`src/sv/pafl_pkg.sv`:
```
// Shared types, constants and helpers of the per-CPU page free list allocator.
// No dependencies; the interfaces, the top level, pafl_ctrl and pafl_dp import it.
`default_nettype none

package pafl_pkg;

    localparam int CPU_COUNT_DEF = 8;
    localparam int MAX_PAGES_DEF = 32768;

    localparam int PAGE_SHIFT = 12;

    localparam logic [31:0] REGION_START_RST = 32'h0000_0000;
    localparam logic [31:0] REGION_TOP_RST   = 32'h8800_0000;

    // register index, taken from paddr[2]
    localparam logic REG_START = 1'b0;
    localparam logic REG_TOP   = 1'b1;

    localparam logic CMD_ALLOC = 1'b0;
    localparam logic CMD_FREE  = 1'b1;

    typedef enum logic [1:0] {
        ST_ALLOC = 2'd0,
        ST_FREED = 2'd1,
        ST_OOM   = 2'd2,
        ST_BAD   = 2'd3
    } t_status;

    // controller -> datapath
    typedef struct packed {
        logic accept;
        logic check;
        logic push;
        logic select;
        logic pop;
        logic load;
    } t_ctl;

    // datapath -> controller
    typedef struct packed {
        logic chk_ok;
        logic any_avail;
    } t_sts;

    // cpu_id modulo count by repeated subtraction; id is only 3 bits
    function automatic logic [2:0] fold_cpu(input logic [2:0] id, input int unsigned count);
        logic [3:0] r;
        r = {1'b0, id};
        for (int k = 0; k < 8; k++) begin
            if (32'(r) >= count) begin
                r = r - 4'(count);
            end
        end
        return r[2:0];
    endfunction

endpackage

`default_nettype wire

```
`src/sv/pafl_ctrl.sv`:
```
// Sequencer of the page allocator: handshakes and per-request step order.
// Depends on pafl_pkg; drives pafl_dp through t_ctl and reads t_sts.
`default_nettype none

module pafl_ctrl (
    input  wire logic           i_clk,
    input  wire logic           i_rst_n,
    input  wire logic           i_in_valid,
    input  wire logic           i_in_cmd,
    output logic                o_in_ready,
    output logic                o_out_valid,
    input  wire logic           i_out_ready,
    output pafl_pkg::t_ctl      o_ctl,
    input  wire pafl_pkg::t_sts i_sts
);
    import pafl_pkg::*;

    typedef enum logic [5:0] {
        S_IDLE = 6'b000001,
        S_CHK  = 6'b000010,
        S_PUSH = 6'b000100,
        S_SEL  = 6'b001000,
        S_POP  = 6'b010000,
        S_RES  = 6'b100000
    } t_state;

    t_state r_state, n_state;
    logic   r_out_valid, n_out_valid;
    logic   accept, load;

    assign o_in_ready  = (r_state == S_IDLE);
    assign accept      = i_in_valid && o_in_ready;
    // result waits in S_RES until the output register is free or being drained
    assign load        = (r_state == S_RES) && (!r_out_valid || i_out_ready);
    assign o_out_valid = r_out_valid;

    always_comb begin
        n_state = r_state;
        unique case (r_state)
            S_IDLE: begin
                if (accept) begin
                    n_state = (i_in_cmd == CMD_FREE) ? S_CHK : S_SEL;
                end
            end
            S_CHK:  n_state = i_sts.chk_ok ? S_PUSH : S_RES;
            S_PUSH: n_state = S_RES;
            S_SEL:  n_state = i_sts.any_avail ? S_POP : S_RES;
            S_POP:  n_state = S_RES;
            S_RES: begin
                if (load) begin
                    n_state = S_IDLE;
                end
            end
            default: n_state = S_IDLE;
        endcase
    end

    always_comb begin
        n_out_valid = r_out_valid;
        if (load) begin
            n_out_valid = 1'b1;
        end else if (i_out_ready) begin
            n_out_valid = 1'b0;
        end
    end

    always_comb begin
        o_ctl        = '0;
        o_ctl.accept = accept;
        o_ctl.check  = (r_state == S_CHK);
        o_ctl.push   = (r_state == S_PUSH);
        o_ctl.select = (r_state == S_SEL);
        o_ctl.pop    = (r_state == S_POP);
        o_ctl.load   = load;
    end

    always_ff @(posedge i_clk) begin
        if (!i_rst_n) begin
            r_state     <= S_IDLE;
            r_out_valid <= 1'b0;
        end else begin
            r_state     <= n_state;
            r_out_valid <= n_out_valid;
        end
    end

endmodule

`default_nettype wire

```
`config.mk`:
```
export PLATFORM = sky130hd
export DESIGN_NAME = pafl_ctrl
export DESIGN_NICKNAME = d
export VERILOG_FILES = /design/src/sv/pafl_pkg.sv /design/src/sv/pafl_ctrl.sv
export SDC_FILE = /design/constraint.sdc
export NUM_CORES = 1
export LEC_CHECK = 0
export CAP_MARGIN = 20
export CORE_AREA = 2 2 39 41
export DETAILED_ROUTE_END_ITERATION = 8
export DIE_AREA = 0 0 41 43
export DONT_BUFFER_PORTS = 1
export GPL_ROUTABILITY_DRIVEN = 0
export GPL_TIMING_DRIVEN = 1
export PLACE_DENSITY = 0.53
export SETUP_SLACK_MARGIN = 0.02
export SLEW_MARGIN = 30
export SYNTH_ARGS = -nofsm -noshare
export SYNTH_HDL_FRONTEND = slang
export SYNTH_SLANG_ARGS = --single-unit
export TNS_END_PERCENT = 30
```
`constraint.sdc`:
```
create_clock -name i_clk -period 3.1 [get_ports i_clk]
set_input_delay 0.465 -clock i_clk [delete_from_list [all_inputs] [get_ports i_clk]]
set_output_delay 0.465 -clock i_clk [all_outputs]
set_load 0.01 [all_outputs]
```
==> flow_summary.yaml <==
global_route:
  grt_pass1_vias: 352
  antenna_found_initial: 0
  grtUsageTotal: 0.134
  grt-ovfl-total: 0
  grt_max_degree: 9
  grt_pass1_wl_um: 1540
final_layout:
  antenna_cells: 0
  fillers: 158
  final_common_cell: "dfxtp_1"
  area_growth_pct: 7.40
  utilization: 0.328
  layout_common_cells: "dfxtp_1, nor2b_1, nor2_1, and3_1"
  nNetsFinal: 59
  drive_gt1_frac: 0.235
routing:
  vias: 364
  drt_wl_total_um: 870
  drt_iter0_drc: 2
  post_drt_wl_per_cell_um: 13.0
  drt-pass1-iter-count: 4
  final_antenna_net_count: 0
  drc: 0
  detail_route.vias_per_cell: 5.43
placed_design:
  io_buffers: 0
  hpwlAfterDp_um: 703
  pre_cts_ws_ps: 1600
synthesis:
  synth_nets: 56
  seq_area_frac_synth: 0.331
  synth_seq_cells: 7
  synth_cells: 49
  ys_warn_count: 0
  syn_area_per_cell_um2: 8.63
  synth_cell_types: 26
  netlist_area_um2: 423
pwr:
  p_leak_nw: 0.196
  ir_drop_mv: 0.169
  power.density_nw_per_um2: 479
die:
  io_pins: 15
  die_h_um: 43
  start_util: 0.306
  die-area_um2: 1760
  rows: 14
  die_width_um: 41
  core_um2: 1380
worst_setup_path:
  crit_type: "reg2out"
  worstPathMaxFanout: 6
  crit_chain: "nor2b_2, and3_4, and2_4"
  cp.arrival_ps: 1310
  reg2reg_depth: 4
  crit_path_max_incr_delay_ps: 430
  end_kind: "primary output"
  slowest_stage: "dfxtp_1"
  critPathRequiredTime_ps: 2630
  worst_setup_path_start_kind: "flop"
clock_tree:
  path_clk_slew_ps: 50
  cts_buffers: 3
  ctsRootBufferMaster: "clkbuf_4"
  cts_sinks: 7
  post_cts_buffers: 0
  h-tree-depth: 1
  post_cts_resized: 0
  insertion_delay_ps: 250
  postCtsHoldBufs: 0
  clock_path_buffers: 2
  cts_tree: "built"
status:
  status: "complete, no violations"
sta:
  worst_pin_slew_ps: 272
  finalHoldViolations: 0
  finalCritPeriodShare: 0.573
  fin_ws_ps: 1320
  rsz0062_at_grt: "false"
  relSlewSlack: 0.816
  finalClockSkew_ps: 2.08
  slew_viol_final: 0
  max_freq_ghz: 0.563
  setup-violations-final: 0
  min_period_ps: 1780
  setup_tns_ps: 0
flow_run:
  max-cap-violations: 0
worst_hold_path:
  whs_path_depth: 1
  hold_class: "in2reg"
-- metrics by stage --
stage	hold slack [ps]	total power, mW	instances	cell area [um^2]
2_1_floorplan	501	0.132	49	423
3_3_place_gp	543	0.137	63	428
3_5_place_dp	538	0.136	63	428
4_1_cts	282	0.221	67	454
5_1_grt	284	0.230	67	454
6_report	286	0.217	67	454
-- critical path, delay by kind of cell (launching register included) --
family        cells  cell delay [ps]
flops             1              430
simple gates      3              630
-- synth_stat cells --
master    n  area, um^2
nand4_1   1        6.26
nor3_1    1        5.00
nor2_2    1        6.26
and3_1    5        31.3
a21boi_1  1        7.51
o21ai_1   1        5.00
and3_4    1        11.3
nand2b_2  1        8.76
nor2_1    5        18.8
nand3_2   1        10.0
nor4bb_1  1        10.0
a211oi_1  1        7.51
and2_4    1        8.76
o211a_1   1        10.0
nand3_1   1        5.00
o21ai_0   3        15.0
nor3_2    1        10.0
and3_2    2        15.0
o31a_1    1        8.76
inv_1     1        3.75
dfxtp_1   7         140
nor2b_1   6        37.5
o311ai_1  1        8.76
a221oi_1  1        8.76
nor2b_2   1        8.76
buf_4     2        15.0
-- report_power, final --
group	switching [mW]	leakage (nW)	internal (mW)	total, mW
Clock	0.0337	0.0150	0.0491	0.0829
Combinational	0.0178	0.124	0.0173	0.0351
Sequential	0.00573	0.0569	0.0938	0.0995
Total	0.0573	0.196	0.160	0.217
-- per-layer routing --
metal | global-route usage | wire length (um) | up-vias
met1 | 0.175 | 376 | 170
met4 | 0.0800 | 19 | 0
li1 | - | - | 183
met2 | 0.178 | 418 | 9
met3 | 0.0524 | 56 | 2
met5 | 0 | 0 | -
-- logic make-up (layout without fill, tap and decap cells) --
family	count (synthesis)	in the layout	share of synthesized area
buffers and inverters	3	5	0.0444
AO/OA/AOI/OAI	10	10	0.169
AND/OR/NAND/NOR	29	29	0.456
flip-flops	7	7	0.331
-- sequential cells by signal, summed over array words and instances (netlist names) --
name / cells
r_state: 6
o_out_valid: 1
-- area by class of cell --
cell class / count / area (um^2) / area share
clock buffer: 4 / 26.3 / 0.0579
inverter: 1 / 3.75 / 0.00826
multi-input combinational: 39 / 264 / 0.581
sequential: 7 / 140 / 0.309
tap: 16 / 20.0 / 0.0441
-- path summary, 6_finish.rpt --
path | start | slack, ps | endpoint
worst max-delay path | r_state[0] | 1320 | o_ctl[5]
worst min-delay path | i_in_cmd | 290 | r_state[3]
worst max register to register | r_state[3] | 1780 | r_state[5]
worst min register to register | r_state[5] | 550 | o_out_valid
(Power assumes the default switching activity.)
